[src/ppe_pkg.sv]
// Package with types, constants and helper functions of the phase estimator.
package ppe_pkg;

	localparam int SAMPLE_W = 16;
	localparam int PHASE_W  = 16;
	localparam int ACC_W    = 43;
	localparam int CX_W     = 46;
	localparam int Z_W      = 34;
	localparam int STEPS    = 30;
	localparam int PROD_W   = 2 * SAMPLE_W + 1;
	localparam int RX_W     = 28;
	localparam int RMUL_W   = 52;
	localparam logic [23:0] GAIN_Q24 = 24'd10188014;
	localparam logic [16:0] GAIN_ONE = 17'd32768;

	// Operation codes carried in the input kind field.
	typedef enum logic [1:0] {
		OP_PILOT = 2'd0,
		OP_LAST  = 2'd1,
		OP_ROT   = 2'd2,
		OP_PASS  = 2'd3
	} op_t;

	// Kind of work handed from the front to the back.
	typedef enum logic [1:0] {
		JOB_VEC  = 2'd0,
		JOB_ROT  = 2'd1,
		JOB_PASS = 2'd2
	} job_kind_t;

	typedef struct packed {
		job_kind_t         kind;
		logic [ACC_W-1:0]  x;
		logic [ACC_W-1:0]  y;
	} job_t;

	typedef enum logic [3:0] {
		B_IDLE,
		B_SETUP,
		B_ITER,
		B_VDIFF,
		B_VMUL,
		B_VUPD,
		B_RMUL,
		B_RSAT,
		B_EMIT
	} back_state_t;

	// Arctangent of 2^-k as a 32-bit binary angle.
	function automatic logic [31:0] atan_val(input logic [4:0] k);
		logic [31:0] r;
		case (k)
			5'd0:  r = 32'd536870912;
			5'd1:  r = 32'd316933406;
			5'd2:  r = 32'd167458907;
			5'd3:  r = 32'd85004756;
			5'd4:  r = 32'd42667331;
			5'd5:  r = 32'd21354465;
			5'd6:  r = 32'd10679838;
			5'd7:  r = 32'd5340245;
			5'd8:  r = 32'd2670163;
			5'd9:  r = 32'd1335087;
			5'd10: r = 32'd667544;
			5'd11: r = 32'd333772;
			5'd12: r = 32'd166886;
			5'd13: r = 32'd83443;
			5'd14: r = 32'd41722;
			5'd15: r = 32'd20861;
			5'd16: r = 32'd10430;
			5'd17: r = 32'd5215;
			5'd18: r = 32'd2608;
			5'd19: r = 32'd1304;
			5'd20: r = 32'd652;
			5'd21: r = 32'd326;
			5'd22: r = 32'd163;
			5'd23: r = 32'd81;
			5'd24: r = 32'd41;
			5'd25: r = 32'd20;
			5'd26: r = 32'd10;
			5'd27: r = 32'd5;
			5'd28: r = 32'd3;
			5'd29: r = 32'd1;
			default: r = 32'd0;
		endcase
		return r;
	endfunction

	// Saturate a 44-bit sum into the 43-bit accumulator range.
	function automatic logic [ACC_W-1:0] sat_acc(input logic signed [ACC_W:0] v);
		logic [ACC_W-1:0] r;
		if (v[ACC_W] != v[ACC_W-1]) begin
			r = v[ACC_W] ? {1'b1, {(ACC_W-1){1'b0}}} : {1'b0, {(ACC_W-1){1'b1}}};
		end else begin
			r = v[ACC_W-1:0];
		end
		return r;
	endfunction

	// Saturate a 20-bit value to the sample range.
	function automatic logic [SAMPLE_W-1:0] sat_smp(input logic signed [19:0] v);
		logic [SAMPLE_W-1:0] r;
		if (v > 20'sd32767) begin
			r = 16'h7fff;
		end else if (v < -20'sd32768) begin
			r = 16'h8000;
		end else begin
			r = v[SAMPLE_W-1:0];
		end
		return r;
	endfunction

endpackage

[src/ppe_queue.sv]
// Two-entry queue that decouples the front end from the back end.
module ppe_queue (
	input  logic          clk,
	input  logic          arst_n,
	input  logic          wr_valid,
	output logic          wr_ready,
	input  ppe_pkg::job_t wr_job,
	output logic          rd_valid,
	input  logic          rd_ready,
	output ppe_pkg::job_t rd_job
);

	ppe_pkg::job_t entry_q [2];
	logic          wr_ptr_q;
	logic          rd_ptr_q;
	logic [1:0]    count_q;
	logic          do_wr;
	logic          do_rd;

	assign wr_ready = (count_q != 2'd2);
	assign rd_valid = (count_q != 2'd0);
	assign rd_job   = entry_q[rd_ptr_q];
	assign do_wr    = wr_valid && wr_ready;
	assign do_rd    = rd_valid && rd_ready;

	// Pointers and fill level.
	always_ff @(posedge clk or negedge arst_n) begin
		if (!arst_n) begin
			wr_ptr_q <= 1'b0;
			rd_ptr_q <= 1'b0;
			count_q  <= 2'd0;
		end else begin
			if (do_wr) wr_ptr_q <= !wr_ptr_q;
			if (do_rd) rd_ptr_q <= !rd_ptr_q;
			count_q <= count_q + 2'(do_wr) - 2'(do_rd);
		end
	end

	// Entry storage.
	always_ff @(posedge clk) begin
		if (do_wr) entry_q[wr_ptr_q] <= wr_job;
	end

endmodule

[config.mk]
export PLATFORM = sky130hd
export DESIGN_NAME = ppe_queue
export DESIGN_NICKNAME = d
export VERILOG_FILES = /design/src/ppe_pkg.sv /design/src/ppe_queue.sv
export SDC_FILE = /design/constraint.sdc
export NUM_CORES = 1
export LEC_CHECK = 0
export ABC_AREA = 1
export BUFFER_PORTS_ARGS = -buffer_cell sky130_fd_sc_hd__buf_2
export CAP_MARGIN = 20
export CORE_AREA = 5 5 155 157
export DETAILED_ROUTE_END_ITERATION = 7
export DIE_AREA = 0 0 160 162
export PLACE_DENSITY = 0.52
export SYNTH_ARGS = -nofsm -noshare
export SYNTH_HDL_FRONTEND = slang
export SYNTH_SLANG_ARGS = --single-unit
[constraint.sdc]
create_clock -name clk -period 10.4 [get_ports clk]
set_clock_uncertainty 0.2 [all_clocks]
set_input_delay 2.08 -clock clk [delete_from_list [all_inputs] [get_ports clk]]
set_output_delay 2.08 -clock clk [all_outputs]
set_load 0.05 [all_outputs]
==> metrics.txt <==
status=complete, no violations; most frequent cells in the layout=nand2_1 (273), buf_2 (181), edfxtp_1 (176); sequential area share after synthesis=0.813; Clock Sinks=180; clk buf depth=2; # resized after CTS=0; Routed WL per cell=14.8 um; hold buffer count at CTS=0; number of max-cap violations=0; worst hold path type=register to register; Slew Viols, Final=0; crit end category=primary output; pre-CTS WS=~6000 ps; clock root cell=clkbuf_16; Filler cells=2172; Tcrit/Tclk final=0.447; minimum clock period=4650 ps; Distinct cells, synth=14; top cells by area, synth=edfxtp_1 (80%), nand2_1 (15%), dfrtp_1 (1.5%); Max H-tree Level=4; CTS tree=yes; critical path type=register to primary output; largest net degree at the start of global routing=90; CP startpoint kind=register; Final Non-Filler Cells=974; worst-margin pin slew=roughly 970 ps; GR Util All Layers=0.111; Slew headroom=0.351; core area=around 0.022 sq mm; R2R Setup Slk=8370 ps; num rows=55; TritonRoute pass-1 iters=4; RSZ-0062 raised after global routing=no; TNS Setup=0 ps; Critical Path RT=8120 ps; CP arrival=2370 ps; Top Ports=approximately 180; Post-Syn Area=between 0.006 and 0.007 sq mm; Placed Cells=roughly 940; CTS buffer count=17; syn_area_per_cell=approximately 13 sq um; starting density of the core=0.296; CP Max Fanout=~90; syn_nets=584; FF+latch count, synth=180; nets@finish=770; vias in the first global route=~4.2k; gr ovfl total=0; Die Span Y=162 um; setup ws final=~5800 ps; leading area contributor after synthesis=edfxtp_1; first-pass GRT wire length=22400 um; Reg clk slew, reported paths=approximately 60 ps; share of cells above drive strength 1=0.317; # Post-CTS Setup Buffers=0; Detailed Place HPWL=9260 um; vias per inst=4.11; area grow syn2layout=26.7%; Clock Latency Late Sink=410 ps; DRC viols=0; antenna violations before repair=3; leading cell type in the layout, fill and taps excluded=nand2_1; Final ANT Viol Nets=0; Initial DRC Count=175; FMAX=215 MHz; YS warnings=0; DIE AREA=0.0259 sq mm; Post-Synthesis Cells=491; final setup violation count=0; IO Port Bufs=181; Die Wd=160 um; Fin. Hold Viols=0; via count=4003; gpl congestion=0.707; Synth top area share=0.798; final WL=14500 um
## layer usage
metal	vias up	part of all wire	global-route usage
met3	10	0.061	0.0388
met4	4	0.0084	0.0340
met1	1857	0.44	0.137
met5	-	0.0019	0
met2	113	0.48	0.185
li1	2019	-	-
## cell usage after synthesis (all sizes together)
cell type and instances:
inv 8, xor2 1, nor2 5, nand3 2, dfrtp 4, ha 1, a21oi 1, o21ai 1
buf 19, edfxtp 176, nand2 273
## layout make-up
class | count | area, sq um | area share
sequential | 180 | 5390 | 0.643
multi-input combinational | 284 | 1100 | 0.131
timing repair buffer | 186 | 943 | 0.113
clock buffer | 18 | 429 | 0.0512
tap | 285 | 357 | 0.0425
clock inverter | 12 | 133 | 0.0158
inverter | 8 | 32.5 | 0.00388
antenna | 1 | 2.50 | 0.000298
## per-stage QoR
step                       util  hold slack, ps  area, sq um
after floorplan               -             285         6620
after global placement    0.350             350         7820
after detailed placement  0.350             348         7820
after CTS                 0.375             363         8380
after global routing      0.375             402         8390
final                     0.375             368         8390
## worst paths after layout
path / end / cells after the start / from
worst max-delay path: rd_job[47] / 4 / rd_ptr_q
worst min-delay path: count_q[0] / 1 / count_q[0]
worst max register to register: entry_q[0][61] / 4 / count_q[1]
worst min register to register: count_q[0] / 1 / count_q[0]
max in group asynchronous: rd_ptr_q / 1 / arst_n
min in group asynchronous: wr_ptr_q / 1 / arst_n
## logic make-up after synthesis
| family | count (synthesis) | share of synthesized area |
|---|---|---|
| DFF | 180 | 0.813 |
| xor gates and xnor gates | 1 | 0.00132 |
| and+or+nand+nor | 280 | 0.159 |
| buffers and inverters | 27 | 0.0227 |
| adders and majority gates | 1 | 0.00189 |
| AOI/OAI and AO/OA | 2 | 0.00151 |
## worst max-delay path: stages, from the launching register on
cell,delay (ps)
dfrtp_4,630
inv_4,750
nand2_1,170
nand2_1,110
buf_2,260
## registers in the layout (all words and copies together), names as in the netlist
| signal | cells |
|---|---|
| wr_ptr_q | 1 |
| rd_ptr_q | 1 |
| entry_q | 176 |
| count_q | 2 |
Power is left out: the tool's default activity adds up to more than one toggle a clock period on the data nets, which glitch-free logic cannot reach.
