==> src/ppe_pkg.sv <==
// Package with types, constants and helper functions of the phase estimator.
package ppe_pkg;

	localparam int SAMPLE_W = 16;
	localparam int PHASE_W  = 16;
	localparam int ACC_W    = 43;
	localparam int CX_W     = 46;
	localparam int Z_W      = 34;
	localparam int STEPS    = 30;
	localparam int PROD_W   = 2 * SAMPLE_W + 1;
	localparam int RX_W     = 28;
	localparam int RMUL_W   = 52;
	localparam logic [23:0] GAIN_Q24 = 24'd10188014;
	localparam logic [16:0] GAIN_ONE = 17'd32768;

	// Operation codes carried in the input kind field.
	typedef enum logic [1:0] {
		OP_PILOT = 2'd0,
		OP_LAST  = 2'd1,
		OP_ROT   = 2'd2,
		OP_PASS  = 2'd3
	} op_t;

	// Kind of work handed from the front to the back.
	typedef enum logic [1:0] {
		JOB_VEC  = 2'd0,
		JOB_ROT  = 2'd1,
		JOB_PASS = 2'd2
	} job_kind_t;

	typedef struct packed {
		job_kind_t         kind;
		logic [ACC_W-1:0]  x;
		logic [ACC_W-1:0]  y;
	} job_t;

	typedef enum logic [3:0] {
		B_IDLE,
		B_SETUP,
		B_ITER,
		B_VDIFF,
		B_VMUL,
		B_VUPD,
		B_RMUL,
		B_RSAT,
		B_EMIT
	} back_state_t;

	// Arctangent of 2^-k as a 32-bit binary angle.
	function automatic logic [31:0] atan_val(input logic [4:0] k);
		logic [31:0] r;
		case (k)
			5'd0:  r = 32'd536870912;
			5'd1:  r = 32'd316933406;
			5'd2:  r = 32'd167458907;
			5'd3:  r = 32'd85004756;
			5'd4:  r = 32'd42667331;
			5'd5:  r = 32'd21354465;
			5'd6:  r = 32'd10679838;
			5'd7:  r = 32'd5340245;
			5'd8:  r = 32'd2670163;
			5'd9:  r = 32'd1335087;
			5'd10: r = 32'd667544;
			5'd11: r = 32'd333772;
			5'd12: r = 32'd166886;
			5'd13: r = 32'd83443;
			5'd14: r = 32'd41722;
			5'd15: r = 32'd20861;
			5'd16: r = 32'd10430;
			5'd17: r = 32'd5215;
			5'd18: r = 32'd2608;
			5'd19: r = 32'd1304;
			5'd20: r = 32'd652;
			5'd21: r = 32'd326;
			5'd22: r = 32'd163;
			5'd23: r = 32'd81;
			5'd24: r = 32'd41;
			5'd25: r = 32'd20;
			5'd26: r = 32'd10;
			5'd27: r = 32'd5;
			5'd28: r = 32'd3;
			5'd29: r = 32'd1;
			default: r = 32'd0;
		endcase
		return r;
	endfunction

	// Saturate a 44-bit sum into the 43-bit accumulator range.
	function automatic logic [ACC_W-1:0] sat_acc(input logic signed [ACC_W:0] v);
		logic [ACC_W-1:0] r;
		if (v[ACC_W] != v[ACC_W-1]) begin
			r = v[ACC_W] ? {1'b1, {(ACC_W-1){1'b0}}} : {1'b0, {(ACC_W-1){1'b1}}};
		end else begin
			r = v[ACC_W-1:0];
		end
		return r;
	endfunction

	// Saturate a 20-bit value to the sample range.
	function automatic logic [SAMPLE_W-1:0] sat_smp(input logic signed [19:0] v);
		logic [SAMPLE_W-1:0] r;
		if (v > 20'sd32767) begin
			r = 16'h7fff;
		end else if (v < -20'sd32768) begin
			r = 16'h8000;
		end else begin
			r = v[SAMPLE_W-1:0];
		end
		return r;
	endfunction

endpackage

==> src/ppe_front.sv <==
// Front end: correlates pilots, classifies items and queues work for the back end.
module ppe_front (
	input  logic                          clk,
	input  logic                          arst_n,
	input  logic                          in_valid,
	output logic                          in_ready,
	input  logic [1:0]                    in_op,
	input  logic [ppe_pkg::SAMPLE_W-1:0]  in_si,
	input  logic [ppe_pkg::SAMPLE_W-1:0]  in_sq,
	input  logic [ppe_pkg::SAMPLE_W-1:0]  in_ri,
	input  logic [ppe_pkg::SAMPLE_W-1:0]  in_rq,
	output logic                          job_valid,
	input  logic                          job_ready,
	output ppe_pkg::job_t                 job
);

	logic                               v_s1;
	logic                               v_s2;
	logic [1:0]                         op_s1;
	logic [1:0]                         op_s2;
	logic signed [ppe_pkg::SAMPLE_W-1:0] si_s1;
	logic signed [ppe_pkg::SAMPLE_W-1:0] sq_s1;
	logic signed [ppe_pkg::SAMPLE_W-1:0] si_s2;
	logic signed [ppe_pkg::SAMPLE_W-1:0] sq_s2;
	logic signed [ppe_pkg::SAMPLE_W-1:0] ri_s1;
	logic signed [ppe_pkg::SAMPLE_W-1:0] rq_s1;
	logic signed [2*ppe_pkg::SAMPLE_W-1:0] p_ii_s2;
	logic signed [2*ppe_pkg::SAMPLE_W-1:0] p_qq_s2;
	logic signed [2*ppe_pkg::SAMPLE_W-1:0] p_qi_s2;
	logic signed [2*ppe_pkg::SAMPLE_W-1:0] p_iq_s2;
	logic signed [ppe_pkg::ACC_W-1:0]    re_q;
	logic signed [ppe_pkg::ACC_W-1:0]    im_q;
	logic signed [ppe_pkg::PROD_W-1:0]   term_re;
	logic signed [ppe_pkg::PROD_W-1:0]   term_im;
	logic [ppe_pkg::ACC_W-1:0]           re_next;
	logic [ppe_pkg::ACC_W-1:0]           im_next;
	logic                               push;
	logic                               advance;

	// A non-pilot item in the last stage needs a queue slot to move on.
	assign push     = v_s2 && (op_s2 != ppe_pkg::OP_PILOT);
	assign advance  = !push || job_ready;
	assign in_ready = advance;

	// Correlation terms and saturating sums.
	assign term_re = ppe_pkg::PROD_W'(p_ii_s2) + ppe_pkg::PROD_W'(p_qq_s2);
	assign term_im = ppe_pkg::PROD_W'(p_qi_s2) - ppe_pkg::PROD_W'(p_iq_s2);
	assign re_next = ppe_pkg::sat_acc((ppe_pkg::ACC_W+1)'(re_q) + (ppe_pkg::ACC_W+1)'(term_re));
	assign im_next = ppe_pkg::sat_acc((ppe_pkg::ACC_W+1)'(im_q) + (ppe_pkg::ACC_W+1)'(term_im));

	// Job toward the back end.
	always_comb begin
		job_valid = push;
		job.kind  = ppe_pkg::JOB_PASS;
		job.x     = ppe_pkg::ACC_W'(si_s2);
		job.y     = ppe_pkg::ACC_W'(sq_s2);
		unique case (op_s2)
			ppe_pkg::OP_LAST: begin
				job.kind = ppe_pkg::JOB_VEC;
				job.x    = re_next;
				job.y    = im_next;
			end
			ppe_pkg::OP_ROT:  job.kind = ppe_pkg::JOB_ROT;
			default:          job.kind = ppe_pkg::JOB_PASS;
		endcase
	end

	// Pipeline valid bits and correlation sums.
	always_ff @(posedge clk or negedge arst_n) begin
		if (!arst_n) begin
			v_s1 <= 1'b0;
			v_s2 <= 1'b0;
			re_q <= '0;
			im_q <= '0;
		end else if (advance) begin
			v_s1 <= in_valid;
			v_s2 <= v_s1;
			if (v_s2 && op_s2 == ppe_pkg::OP_PILOT) begin
				re_q <= re_next;
				im_q <= im_next;
			end else if (v_s2 && op_s2 == ppe_pkg::OP_LAST) begin
				re_q <= '0;
				im_q <= '0;
			end
		end
	end

	// Payload stages: capture, then products.
	always_ff @(posedge clk) begin
		if (advance) begin
			op_s1   <= in_op;
			si_s1   <= in_si;
			sq_s1   <= in_sq;
			ri_s1   <= in_ri;
			rq_s1   <= in_rq;
			op_s2   <= op_s1;
			si_s2   <= si_s1;
			sq_s2   <= sq_s1;
			p_ii_s2 <= si_s1 * ri_s1;
			p_qq_s2 <= sq_s1 * rq_s1;
			p_qi_s2 <= sq_s1 * ri_s1;
			p_iq_s2 <= si_s1 * rq_s1;
		end
	end

endmodule

==> config.mk <==
export PLATFORM = sky130hd
export DESIGN_NAME = ppe_front
export DESIGN_NICKNAME = d
export VERILOG_FILES = /design/src/ppe_pkg.sv /design/src/ppe_front.sv
export SDC_FILE = /design/constraint.sdc
export NUM_CORES = 2
export LEC_CHECK = 0
export BUFFER_PORTS_ARGS = -buffer_cell sky130_fd_sc_hd__buf_2
export CORE_AREA = 2 2 373 653
export CTS_CLUSTER_SIZE = 12
export DETAILED_ROUTE_END_ITERATION = 16
export DIE_AREA = 0 0 375 655
export GPL_ROUTABILITY_DRIVEN = 0
export PLACE_DENSITY = 0.41
export RECOVER_POWER = 100
export REMOVE_ABC_BUFFERS = 1
export SYNTH_ARGS = -nofsm -noshare
export SYNTH_HDL_FRONTEND = slang
export SYNTH_SLANG_ARGS = --single-unit
==> constraint.sdc <==
create_clock -name clk -period 15.25 [get_ports clk]
set_input_delay 0.7625 -clock clk [delete_from_list [all_inputs] [get_ports clk]]
set_output_delay 0.7625 -clock clk [all_outputs]
set_load 0.02 [all_outputs]
==> summary.txt <==
Layout
  – Final instance area: 63,030 sq um
  – Share of cells above drive strength 1: 3.583%
  – Final Util: 26.18%
  – Commonest non-fill, non-tap cell in the layout: inv_1
  – FF+latch area: 9049 sq um
  – Fill cells: 25,811
  – Most frequent cells in the layout: inv_1 (1,347), fa_1 (1,135), nand2_1 (619)
  – NumNets Final: 7,651
  – Area Growth Syn to Fin: 9.690%
  – Multi-input gate area: 42,380 sq um

Die
  – Core area: 240,700 sq um
  – Row Count: 239
  – Die W: 375 microns
  – Die area: 245,600 sq um
  – Chip Height: 655 microns
  – IO Pins: 160
  – Initial Util: 23.87%

Setup path
  – Critical path class: reg2out
  – CP Launch Point: p_ii_s2[4]
  – Worst reg2reg endpoint: p_ii_s2[31]
  – R2r setup slk: 5710 ps
  – Worst-path maximum fanout: 30
  – Critical Path AT: 9530 ps
  – Cell count of the worst reg-to-reg path: 24
  – End point of the critical path: job[81]
  – Worst r2r src: si_s1[11]
  – Critical Path Source Type: flop
  – Max incr delay on CP: 1170 ps
  – Critical path endpoint category: primary output
  – CP max stage cell: clkbuf_1
  – Data required, critical path: 14,490 ps

Clock tree
  – Cts hold-fix bufs: 0
  – CTS tree: done
  – CTS buffer count: 42
  – H-tree Lvls: 2
  – Cts repair resizes: 0
  – CTS Buffer Depth: 3
  – Clk_lat worst skew: 660 ps
  – Worst-path clk slew: 60 ps
  – Root Buffer Master: clkbuf_16
  – Post-CTS Setup Inserts: 0
  – Clk sinks: 316

GRT
  – GRT Total Usage: 16.17%
  – Largest net degree at the start of global routing: 74
  – GRT overflow: 0
  – Number of antenna violations at the first check in global routing: 19
  – First-pass GRT wire length: 294.8 mm
  – Number of global-route vias before repair: 46,492

STA
  – Setup violators final: 0
  – Period utilization: 67.49%
  – Final worst slack: 4959 ps
  – Max Transition Viols Final: 1,417
  – RSZ-0062 raised after global routing: false
  – Worst-Margin Slew: 4569 ps
  – Relative slew slack: -206.3%
  – Setup_tns: 0 ps
  – Final Hold Viols: 0
  – Clk_skew: 34.15 ps
  – Max Freq: 97.17 MHz
  – Period minus WS final: 10,290 ps

Drt
  – Via count: 40,368
  – DRT iter0 DRCs: 1,776
  – WL final: 192.9 mm
  – Drc violations: 0
  – TritonRoute pass-1 iters: 5
  – Post-route ant nets: 0
  – Vias per Instance: 4.388
  – Routed length per instance: 20.97 microns

Status
  – Outcome: complete, but fails checks
  – Failing checks: max-capacitance violations, max-slew violations

Synth
  – Synth async-reset ratio: 27.85%
  – Avg Cell Area, Syn: 9.606 sq um
  – Sequential share of the synthesized area: 15.75%
  – Dominant synthesized flop cell: edfxtp_1
  – Yosys warns: 0
  – Yosys cell types: 86
  – Flops & latches, synth: 316
  – Post-synth EDFFs: 228
  – Post-Syn Instances: 5,982
  – Syn Std Cell Area: 57,460 sq um

Placement
  – Hpwl dp: 151.0 mm
  – I/O Buffers: 159
  – Worst slack, placed: 7574 ps
  – Placed cell area: 61,960 sq um

Job
  – Max-Cap Viols: 40

Worst hold path
  – Tightest Hold Check Type: in2reg
  – Hold depth: 1
[final cells by class]
class	count	area share (%)
clock inverter	23	0.3911
multi-input combinational	4064	67.23
tap	3133	6.219
clock buffer	53	1.848
sequential	316	14.36
inverter	1348	8.030
timing repair buffer	253	1.886
antenna	9	0.03573
[state kept, by name, summed over array words and instances, names as in the netlist]
register,flops
p_qi_s2,32
op_s1,2
p_ii_s2,32
rq_s1,16
im_q,43
re_q,43
v_s2,1
sq_s2,16
p_qq_s2,32
v_s1,1
p_iq_s2,32
op_s2,2
si_s2,16
si_s1,16
sq_s1,16
ri_s1,16
[critical path: cells and delay by family (launching register included)]
kind,cells,cell delay (ps)
DFF,1,470
xor gates and xnor gates,1,190
adders and majority gates,3,1080
buffers and inverters,5,2170
and+or+nand+nor,3,630
AOI/OAI and AO/OA,14,4320
[cell families after synthesis]
logic type	Yosys count	share of synthesized area, %
mux	9	0.1698
xor+xnor	210	3.201
simple gates	1533	13.07
fa+ha+maj	1556	48.71
flops	316	15.75
compound gates	756	8.595
buf+inv	1602	10.51
[per-layer routing]
metal | wire, microns | up-vias | global-route usage, %
met4 | 9923 | 4 | 6.707
met2 | 107700 | 631 | 32.35
met3 | 5894 | 236 | 1.368
met5 | 29 | - | 0
met1 | 69350 | 21147 | 17.03
li1 | - | 18350 | -
[worst min-delay path by stage]
| stage | startpoint | endpoint | slack (ps) |
|---|---|---|---|
| finish | in_rq[6] | rq_s1[6] | 290 |
| global route | in_ri[11] | ri_s1[11] | 260 |
| CTS | arst_n | im_q[33] | 190 |
| detailed placement | op_s1[1] | op_s2[1] | 420 |
| global placement | op_s1[0] | op_s2[0] | 410 |
| floorplan | op_s1[0] | op_s2[0] | 400 |
[cell usage after synthesis (7+ instances only)]
| cell type | n | share of area (%) |
|---|---|---|
| nand3_1 | 40 | 0.35 |
| a211oi_1 | 12 | 0.16 |
| o21ai_1 | 8 | 0.070 |
| edfxtp_1 | 228 | 12 |
| dfrtp_1 | 88 | 3.8 |
| inv_1 | 1348 | 8.8 |
| a221o_1 | 12 | 0.21 |
| nand2_1 | 621 | 4.1 |
| a21o_1 | 130 | 1.7 |
| fa_1 | 1135 | 40 |
| buf_2 | 7 | 0.061 |
| or3_1 | 11 | 0.12 |
| xnor2_1 | 159 | 2.4 |
| o31ai_1 | 14 | 0.18 |
| a21boi_0 | 8 | 0.10 |
| a211o_1 | 7 | 0.11 |
| o21a_1 | 35 | 0.46 |
| a21oi_1 | 255 | 2.2 |
| ha_1 | 421 | 9.2 |
| a31o_2 | 8 | 0.12 |
| nand4_1 | 14 | 0.15 |
| and3_1 | 10 | 0.11 |
| xor2_1 | 51 | 0.78 |
| nor2_1 | 200 | 1.3 |
| and2_1 | 496 | 5.4 |
| o21ai_0 | 130 | 1.1 |
| clkbuf_1 | 239 | 1.6 |
| a22o_1 | 15 | 0.23 |
| a31oi_1 | 13 | 0.14 |
| nor2b_1 | 18 | 0.20 |
| o21bai_1 | 31 | 0.41 |
| nand2b_1 | 55 | 0.60 |
| o211ai_1 | 9 | 0.12 |
| nor3_1 | 33 | 0.29 |
[metrics by stage]
step	cells	hold WS, ps
final	9199	289.7
after global routing	9191	256.6
after CTS	9190	188.0
after detailed placement	9114	420.4
after global placement	9114	406.2
after floorplan	5728	400.3
Power is left out: the tool's default activity adds up to more than one toggle a clock period on the data nets, which glitch-free logic cannot reach.
