### config.mk
export PLATFORM = sky130hd
export DESIGN_NAME = ppe_back
export DESIGN_NICKNAME = d
export VERILOG_FILES = /design/src/ppe_pkg.sv /design/src/ppe_back.sv
export SDC_FILE = /design/constraint.sdc
export NUM_CORES = 2
export LEC_CHECK = 0
export ABC_AREA = 0
export BUFFER_PORTS_ARGS = -buffer_cell sky130_fd_sc_hd__buf_2
export CAP_MARGIN = 20
export CORE_MARGIN = 2
export CORE_UTILIZATION = 50
export CTS_CLUSTER_SIZE = 14
export DETAILED_ROUTE_END_ITERATION = 6
export PLACE_DENSITY_LB_ADDON = 0.12
export SYNTH_ARGS = -nofsm -noshare
export SYNTH_HDL_FRONTEND = slang
export SYNTH_SLANG_ARGS = --single-unit
### constraint.sdc
create_clock -name clk -period 12.8 [get_ports clk]
set_clock_uncertainty 0.2 [all_clocks]
set_input_delay 3.84 -clock clk [delete_from_list [all_inputs] [get_ports clk]]
set_output_delay 3.84 -clock clk [all_outputs]
set_load 0.01 [all_outputs]
### src/ppe_pkg.sv
// Package with types, constants and helper functions of the phase estimator.
package ppe_pkg;

	localparam int SAMPLE_W = 16;
	localparam int PHASE_W  = 16;
	localparam int ACC_W    = 43;
	localparam int CX_W     = 46;
	localparam int Z_W      = 34;
	localparam int STEPS    = 30;
	localparam int PROD_W   = 2 * SAMPLE_W + 1;
	localparam int RX_W     = 28;
	localparam int RMUL_W   = 52;
	localparam logic [23:0] GAIN_Q24 = 24'd10188014;
	localparam logic [16:0] GAIN_ONE = 17'd32768;

	// Operation codes carried in the input kind field.
	typedef enum logic [1:0] {
		OP_PILOT = 2'd0,
		OP_LAST  = 2'd1,
		OP_ROT   = 2'd2,
		OP_PASS  = 2'd3
	} op_t;

	// Kind of work handed from the front to the back.
	typedef enum logic [1:0] {
		JOB_VEC  = 2'd0,
		JOB_ROT  = 2'd1,
		JOB_PASS = 2'd2
	} job_kind_t;

	typedef struct packed {
		job_kind_t         kind;
		logic [ACC_W-1:0]  x;
		logic [ACC_W-1:0]  y;
	} job_t;

	typedef enum logic [3:0] {
		B_IDLE,
		B_SETUP,
		B_ITER,
		B_VDIFF,
		B_VMUL,
		B_VUPD,
		B_RMUL,
		B_RSAT,
		B_EMIT
	} back_state_t;

	// Arctangent of 2^-k as a 32-bit binary angle.
	function automatic logic [31:0] atan_val(input logic [4:0] k);
		logic [31:0] r;
		case (k)
			5'd0:  r = 32'd536870912;
			5'd1:  r = 32'd316933406;
			5'd2:  r = 32'd167458907;
			5'd3:  r = 32'd85004756;
			5'd4:  r = 32'd42667331;
			5'd5:  r = 32'd21354465;
			5'd6:  r = 32'd10679838;
			5'd7:  r = 32'd5340245;
			5'd8:  r = 32'd2670163;
			5'd9:  r = 32'd1335087;
			5'd10: r = 32'd667544;
			5'd11: r = 32'd333772;
			5'd12: r = 32'd166886;
			5'd13: r = 32'd83443;
			5'd14: r = 32'd41722;
			5'd15: r = 32'd20861;
			5'd16: r = 32'd10430;
			5'd17: r = 32'd5215;
			5'd18: r = 32'd2608;
			5'd19: r = 32'd1304;
			5'd20: r = 32'd652;
			5'd21: r = 32'd326;
			5'd22: r = 32'd163;
			5'd23: r = 32'd81;
			5'd24: r = 32'd41;
			5'd25: r = 32'd20;
			5'd26: r = 32'd10;
			5'd27: r = 32'd5;
			5'd28: r = 32'd3;
			5'd29: r = 32'd1;
			default: r = 32'd0;
		endcase
		return r;
	endfunction

	// Saturate a 44-bit sum into the 43-bit accumulator range.
	function automatic logic [ACC_W-1:0] sat_acc(input logic signed [ACC_W:0] v);
		logic [ACC_W-1:0] r;
		if (v[ACC_W] != v[ACC_W-1]) begin
			r = v[ACC_W] ? {1'b1, {(ACC_W-1){1'b0}}} : {1'b0, {(ACC_W-1){1'b1}}};
		end else begin
			r = v[ACC_W-1:0];
		end
		return r;
	endfunction

	// Saturate a 20-bit value to the sample range.
	function automatic logic [SAMPLE_W-1:0] sat_smp(input logic signed [19:0] v);
		logic [SAMPLE_W-1:0] r;
		if (v > 20'sd32767) begin
			r = 16'h7fff;
		end else if (v < -20'sd32768) begin
			r = 16'h8000;
		end else begin
			r = v[SAMPLE_W-1:0];
		end
		return r;
	endfunction

endpackage

### src/ppe_back.sv
// Back end: shared CORDIC for angle and rotation, phase loop and result register.
module ppe_back (
	input  logic                          clk,
	input  logic                          arst_n,
	input  logic                          job_valid,
	output logic                          job_ready,
	input  ppe_pkg::job_t                 job,
	input  logic [15:0]                   loop_gain,
	output logic                          out_valid,
	input  logic                          out_ready,
	output logic [ppe_pkg::SAMPLE_W-1:0]  out_i,
	output logic [ppe_pkg::SAMPLE_W-1:0]  out_q,
	output logic [ppe_pkg::PHASE_W-1:0]   phase_est,
	output logic                          is_phase_update
);

	ppe_pkg::back_state_t state_q;
	ppe_pkg::back_state_t state_d;

	logic                                vec_q;
	logic signed [ppe_pkg::CX_W-1:0]     x_q;
	logic signed [ppe_pkg::CX_W-1:0]     y_q;
	logic signed [ppe_pkg::Z_W-1:0]      z_q;
	logic [4:0]                          k_q;
	logic [ppe_pkg::PHASE_W-1:0]         phase_q;
	logic signed [ppe_pkg::PHASE_W:0]    d_q;
	logic [16:0]                         g_q;
	logic signed [ppe_pkg::PROD_W+1:0]   prod_q;
	logic signed [ppe_pkg::RMUL_W-1:0]   mx_q;
	logic signed [ppe_pkg::RMUL_W-1:0]   my_q;
	logic [ppe_pkg::SAMPLE_W-1:0]        res_i_q;
	logic [ppe_pkg::SAMPLE_W-1:0]        res_q_q;
	logic [ppe_pkg::PHASE_W-1:0]         res_ph_q;
	logic                                res_upd_q;
	logic                                out_valid_q;
	logic                                out_free;

	logic signed [ppe_pkg::CX_W-1:0]     dx;
	logic signed [ppe_pkg::CX_W-1:0]     dy;
	logic                                up;
	logic signed [ppe_pkg::Z_W-1:0]      atan_z;
	logic signed [ppe_pkg::CX_W-1:0]     jx;
	logic signed [ppe_pkg::CX_W-1:0]     jy;
	logic signed [ppe_pkg::Z_W-1:0]      rz;
	logic [31:0]                         zr;
	logic [ppe_pkg::PHASE_W-1:0]         raw;
	logic [ppe_pkg::PHASE_W-1:0]         dw;
	logic signed [ppe_pkg::PROD_W+1:0]   step_full;
	logic signed [ppe_pkg::RMUL_W-1:0]   rx_full;
	logic signed [ppe_pkg::RMUL_W-1:0]   ry_full;

	assign out_free  = !out_valid_q || out_ready;
	assign out_valid = out_valid_q;

	// One CORDIC micro-rotation per cycle.
	assign dx     = y_q >>> k_q;
	assign dy     = x_q >>> k_q;
	assign up     = vec_q ? (y_q > 0) : (z_q < 0);
	assign atan_z = ppe_pkg::Z_W'(ppe_pkg::atan_val(k_q));

	// Operands taken from the queue, and the negated phase estimate as start angle.
	assign jx = ppe_pkg::CX_W'($signed(job.x));
	assign jy = ppe_pkg::CX_W'($signed(job.y));
	assign rz = ppe_pkg::Z_W'($signed({16'(-phase_q), 16'h0000}));

	// Angle rounding and shortest step toward it.
	assign zr  = z_q[31:0] + 32'h0000_8000;
	assign raw = zr[31:16];
	assign dw  = raw - phase_q;
	assign step_full = prod_q + (ppe_pkg::PROD_W+2)'(16384);

	// Gain removal with rounding.
	assign rx_full = mx_q + (ppe_pkg::RMUL_W)'(64'sh8000_0000);
	assign ry_full = my_q + (ppe_pkg::RMUL_W)'(64'sh8000_0000);

	// State register.
	always_ff @(posedge clk or negedge arst_n) begin
		if (!arst_n) begin
			state_q <= ppe_pkg::B_IDLE;
		end else begin
			state_q <= state_d;
		end
	end

	// Next state and queue pop.
	always_comb begin
		state_d   = state_q;
		job_ready = 1'b0;
		unique case (state_q)
			ppe_pkg::B_IDLE: begin
				job_ready = 1'b1;
				if (job_valid) begin
					state_d = (job.kind == ppe_pkg::JOB_PASS) ? ppe_pkg::B_EMIT
						: ppe_pkg::B_SETUP;
				end
			end
			ppe_pkg::B_SETUP: begin
				state_d = (vec_q && y_q == 0) ? ppe_pkg::B_VDIFF : ppe_pkg::B_ITER;
			end
			ppe_pkg::B_ITER: begin
				if (k_q == 5'(ppe_pkg::STEPS - 1)) begin
					state_d = vec_q ? ppe_pkg::B_VDIFF : ppe_pkg::B_RMUL;
				end
			end
			ppe_pkg::B_VDIFF: state_d = ppe_pkg::B_VMUL;
			ppe_pkg::B_VMUL:  state_d = ppe_pkg::B_VUPD;
			ppe_pkg::B_VUPD:  state_d = ppe_pkg::B_EMIT;
			ppe_pkg::B_RMUL:  state_d = ppe_pkg::B_RSAT;
			ppe_pkg::B_RSAT:  state_d = ppe_pkg::B_EMIT;
			ppe_pkg::B_EMIT: begin
				if (out_free) state_d = ppe_pkg::B_IDLE;
			end
			default: state_d = ppe_pkg::B_IDLE;
		endcase
	end

	// Phase estimate and result valid.
	always_ff @(posedge clk or negedge arst_n) begin
		if (!arst_n) begin
			phase_q     <= '0;
			out_valid_q <= 1'b0;
		end else begin
			if (state_q == ppe_pkg::B_VUPD) begin
				phase_q <= phase_q + step_full[ppe_pkg::PHASE_W+14:15];
			end
			if (state_q == ppe_pkg::B_EMIT && out_free) begin
				out_valid_q <= 1'b1;
			end else if (out_ready) begin
				out_valid_q <= 1'b0;
			end
		end
	end

	// Datapath of the shared unit.
	always_ff @(posedge clk) begin
		case (state_q)
			ppe_pkg::B_IDLE: begin
				vec_q     <= (job.kind == ppe_pkg::JOB_VEC);
				x_q       <= jx;
				y_q       <= jy;
				z_q       <= rz;
				k_q       <= '0;
				res_i_q   <= job.x[ppe_pkg::SAMPLE_W-1:0];
				res_q_q   <= job.y[ppe_pkg::SAMPLE_W-1:0];
				res_ph_q  <= phase_q;
				res_upd_q <= 1'b0;
			end
			ppe_pkg::B_SETUP: begin
				if (vec_q) begin
					// Left half plane is folded over with a half turn.
					if (x_q < 0) begin
						x_q <= -x_q;
						y_q <= -y_q;
						z_q <= ppe_pkg::Z_W'(34'h0_8000_0000);
					end else begin
						z_q <= '0;
					end
				end else begin
					// Samples get eight fraction bits; large angles are folded.
					if (z_q > ppe_pkg::Z_W'(34'sh0_4000_0000)
							|| z_q < -ppe_pkg::Z_W'(34'sh0_4000_0000)) begin
						x_q <= -(x_q <<< 8);
						y_q <= -(y_q <<< 8);
						z_q <= (z_q > 0) ? z_q - ppe_pkg::Z_W'(34'sh0_8000_0000)
							: z_q + ppe_pkg::Z_W'(34'sh0_8000_0000);
					end else begin
						x_q <= x_q <<< 8;
						y_q <= y_q <<< 8;
					end
				end
			end
			ppe_pkg::B_ITER: begin
				if (up) begin
					x_q <= x_q + dx;
					y_q <= y_q - dy;
					z_q <= z_q + atan_z;
				end else begin
					x_q <= x_q - dx;
					y_q <= y_q + dy;
					z_q <= z_q - atan_z;
				end
				k_q <= k_q + 5'd1;
			end
			ppe_pkg::B_VDIFF: begin
				d_q <= (dw > 16'd32768) ? $signed({1'b1, dw}) : $signed({1'b0, dw});
				g_q <= ({1'b0, loop_gain} > ppe_pkg::GAIN_ONE) ? ppe_pkg::GAIN_ONE
					: {1'b0, loop_gain};
			end
			ppe_pkg::B_VMUL: begin
				prod_q <= (ppe_pkg::PROD_W+2)'(d_q * $signed({1'b0, g_q}));
			end
			ppe_pkg::B_VUPD: begin
				res_i_q   <= '0;
				res_q_q   <= '0;
				res_ph_q  <= phase_q + step_full[ppe_pkg::PHASE_W+14:15];
				res_upd_q <= 1'b1;
			end
			ppe_pkg::B_RMUL: begin
				mx_q <= ppe_pkg::RMUL_W'($signed(x_q[ppe_pkg::RX_W-1:0])
					* $signed({1'b0, ppe_pkg::GAIN_Q24}));
				my_q <= ppe_pkg::RMUL_W'($signed(y_q[ppe_pkg::RX_W-1:0])
					* $signed({1'b0, ppe_pkg::GAIN_Q24}));
			end
			ppe_pkg::B_RSAT: begin
				res_i_q <= ppe_pkg::sat_smp(rx_full[51:32]);
				res_q_q <= ppe_pkg::sat_smp(ry_full[51:32]);
			end
			default: begin
			end
		endcase
	end

	// Output register, loaded when no result is held or the held one has been taken.
	always_ff @(posedge clk) begin
		if (state_q == ppe_pkg::B_EMIT && out_free) begin
			out_i           <= res_i_q;
			out_q           <= res_q_q;
			phase_est       <= res_ph_q;
			is_phase_update <= res_upd_q;
		end
	end

endmodule

==> qor.csv <==
stage,metric,value,unit
layout,n_fill_cell,13452,
synth,synth.avg_cell_area,9.40,sq um
sta,finalCritPeriodShare,70.1,%
sta,setup_viol,0,
synth,ys_seq_area_share,14.7,%
setup_path,critPathTopFamily,adder cells,
drt,avgRoutedWirePerCell,24.6,um
setup_path,end_kind,flip-flop,
setup_path,path_common_cell,fa_1,
clock_tree,post_cts_buffers,0,
run_status,status,"complete, no violations",
clock_tree,clock-sinks,373,
sta,worst_pin_slew,1.29,ns
layout,instances_no_fill,9766,
clock_tree,cts_made_buffers,47,
synth,yosysUniqueCellTypes,111,
drt,wirelength,240000,um
drt,drt_first_pass_iters,5,
setup_path,slowest_stage,edfxtp_1,
global_routing,grt.total_usage,32.0,%
sta,slew_headroom,13.6,%
drt,drt_iter0_markers,4879,
global_routing,grt_start_max_net_pins,151,
layout,area_growth,5.91,%
setup_path,max_stage_delay,1.00,ns
place,routabilityCongestion,1.03,
place,pre_cts_ws,3.77,ns
synth,synthCells,7810,
min_path,hp-class,reg2reg,
synth,syn_nets,9688,
layout,antenna_cells,0,
setup_path,critPathRequiredTime,13.00,ns
clock_tree,ctsHtreeMaxLevel,2,
place,io_buffers,158,
sta,finalHoldViolCount,0,
synth,synth-seq-cells,373,
sta,rsz0062_at_grt,false,
setup_path,crit_fanout,19,
floorplan,io_pins,159,
floorplan,dieHeight,387,um
place,place_inst,9676,
floorplan,dieArea,0.150,sq mm
setup_path,path_class,reg2reg,
floorplan,start_util,50.4,%
setup_path,arrival,9.17,ns
setup_path,cp-start-kind,flip-flop,
synth,netlist_area,0.0734,sq mm
sta,setup_slack,3.82,ns
global_routing,grt_pass1_vias,59006,
sta,slew_violations,0,
floorplan,num_rows,140,
clock_tree,clock_path_buffers,3,
clock_tree,clk_latency,0.67,ns
floorplan,core_area,0.146,sq mm
drt,drc,0,
sta,fin_tns_setup,0,ns
run,cap_violations,0,
drt,via_count,58042,
synth,yosys_warnings,0,
sta,min_period,8.98,ns
layout,final_common_cell,inv_1,
layout,most-common-layout-cells,"1,302 x inv_1, 905 x ha_1, 865 x fa_1",
sta,max_freq,0.111,GHz
clock_tree,postCtsHoldBufs,0,
drt,ant_nets,0,
drt,avgViaCountPerCell,5.94,
synth,async_flop_share,5.63,%
clock_tree,tritoncts,done,
setup_path,path_buf_inv,3,
setup_path,crit_chain,"inv_1, ha_1, xor2_1, ha_1, a21o_1, fa_1, fa_1, fa_1, fa_1, inv_1, fa_1, inv_1, ha_1, a21o_1, a21o_1, a21oi_1, o211ai_1, a2111oi_1, o21ai_0, a31oi_1, o211ai_1, a21oi_1, xnor2_1",
layout,nets,9689,
global_routing,grt_pass1_wl,366000,um
global_routing,grt-ovfl-total,0,
floorplan,die_x,387,um
clock_tree,post_cts_resize_count,0,
global_routing,antenna_found_initial,5,
synth,synth_edf_count,322,
clock_tree,cts.clk_slew.worst_paths,0.06,ns
clock_tree,cts-root-buf,clkbuf_16,
layout,drive_above_1_share,7.71,%
synth,synth_flop_cell,edfxtp_1,
place,hpwlAfterDp,190000,um
-- path summary, 6_finish.rpt --
kind | start | endpoint | slack (ns) | cells past startpoint
worst min register to register | res_i_q[9] | out_i[9] | 0.19 | 0
max in group asynchronous | arst_n | state_q[3] | 9.03 | 1
min in group asynchronous | arst_n | out_valid | 2.98 | 1
worst max-delay path | y_q[8] | my_q[50] | 3.82 | 23
worst min-delay path | res_i_q[9] | out_i[9] | 0.19 | 0
worst max register to register | y_q[8] | my_q[50] | 3.82 | 23
-- area by class of cell --
type | instances | area, sq um | share of cell area (%)
clock buffer | 57 | 1270 | 1.63
clock inverter | 30 | 347 | 0.446
inverter | 1308 | 4910 | 6.31
multi-input combinational | 5811 | 56400 | 72.5
sequential | 373 | 10800 | 13.9
tap | 1917 | 2400 | 3.09
timing repair buffer | 270 | 1660 | 2.13
-- registers in the layout, indices dropped and copies added (netlist names), 4 cells and up --
register,count
res_i_q,16
atan_z,30
y_q,46
my_q,21
out_i,16
prod_q,17
z_q,34
g_q,16
state_q,4
phase_est,16
x_q,46
res_q_q,16
d_q,17
out_q,16
k_q,5
mx_q,21
phase_q,16
res_ph_q,16
-- metal layers --
layer	up-vias	routed length, um	global-route usage [%]
met3	481	15800	4.62
met1	29081	101000	43.0
met5	-	44	0
li1	26308	-	-
met4	6	13900	15.6
met2	2166	109000	50.6
-- worst reg2reg max path: stages, from the launching register on --
cell and delay (ns):
edfxtp_1 1.00, inv_1 0.24, ha_1 0.49, xor2_1 0.24, ha_1 0.21, a21o_1 0.16
fa_1 0.55, fa_1 0.46, fa_1 0.53, fa_1 0.55, inv_1 0.06, fa_1 0.53
inv_1 0.04, ha_1 0.31, a21o_1 0.17, a21o_1 0.17, a21oi_1 0.16, o211ai_1 0.27
a2111oi_1 0.87, o21ai_0 0.50, a31oi_1 0.51, o211ai_1 0.21, a21oi_1 0.21, xnor2_1 0.08
-- cells by family (layout without fill, tap and decap cells) --
family	after synthesis	after routing	share of synthesized area (%)
AO/OA/AOI/OAI	1331	1331	12.1
XOR/XNOR	605	605	7.24
adder cells (fa/ha/maj)	1770	1770	39.0
buffers and inverters	1626	1665	8.61
flip-flops	373	373	14.7
multiplexers	297	297	6.37
AND/OR/NAND/NOR	1808	1808	12.0
-- stage by stage --
step | instance area [sq um] | hold WS (ns) | util, %
final | 77700 | 0.191 | 53.3
after global routing | 77700 | 0.188 | 53.3
after CTS | 77700 | 0.196 | 53.3
after detailed placement | 76100 | 0.205 | 52.2
after global placement | 76100 | 0.201 | 52.2
after floorplan | 73400 | 0.200 | -
-- synth_stat cells (39+ instances only) --
cell type | number | area share [%]
mux2_2 | 48 | 0.74
ha_1 | 905 | 15
inv_1 | 1304 | 6.7
mux2i_1 | 106 | 1.4
fa_1 | 865 | 24
xor2_1 | 225 | 2.7
or3_1 | 40 | 0.34
nand2_1 | 569 | 2.9
o21ai_0 | 279 | 1.9
o22ai_1 | 39 | 0.33
a21o_1 | 154 | 1.6
nor3_1 | 105 | 0.72
clkbuf_1 | 227 | 1.2
o211ai_1 | 53 | 0.54
mux4_2 | 124 | 3.8
a31oi_1 | 42 | 0.36
and3_1 | 59 | 0.50
nand4_1 | 52 | 0.44
and2_1 | 178 | 1.5
xnor2_1 | 379 | 4.5
nor2_1 | 404 | 2.1
nand2b_1 | 69 | 0.59
a21oi_1 | 310 | 2.1
nor2b_1 | 79 | 0.67
nand3_1 | 111 | 0.76
edfxtp_1 | 322 | 13
Power is left out: the tool's default activity adds up to more than one toggle a clock period on the data nets, which glitch-free logic cannot reach.
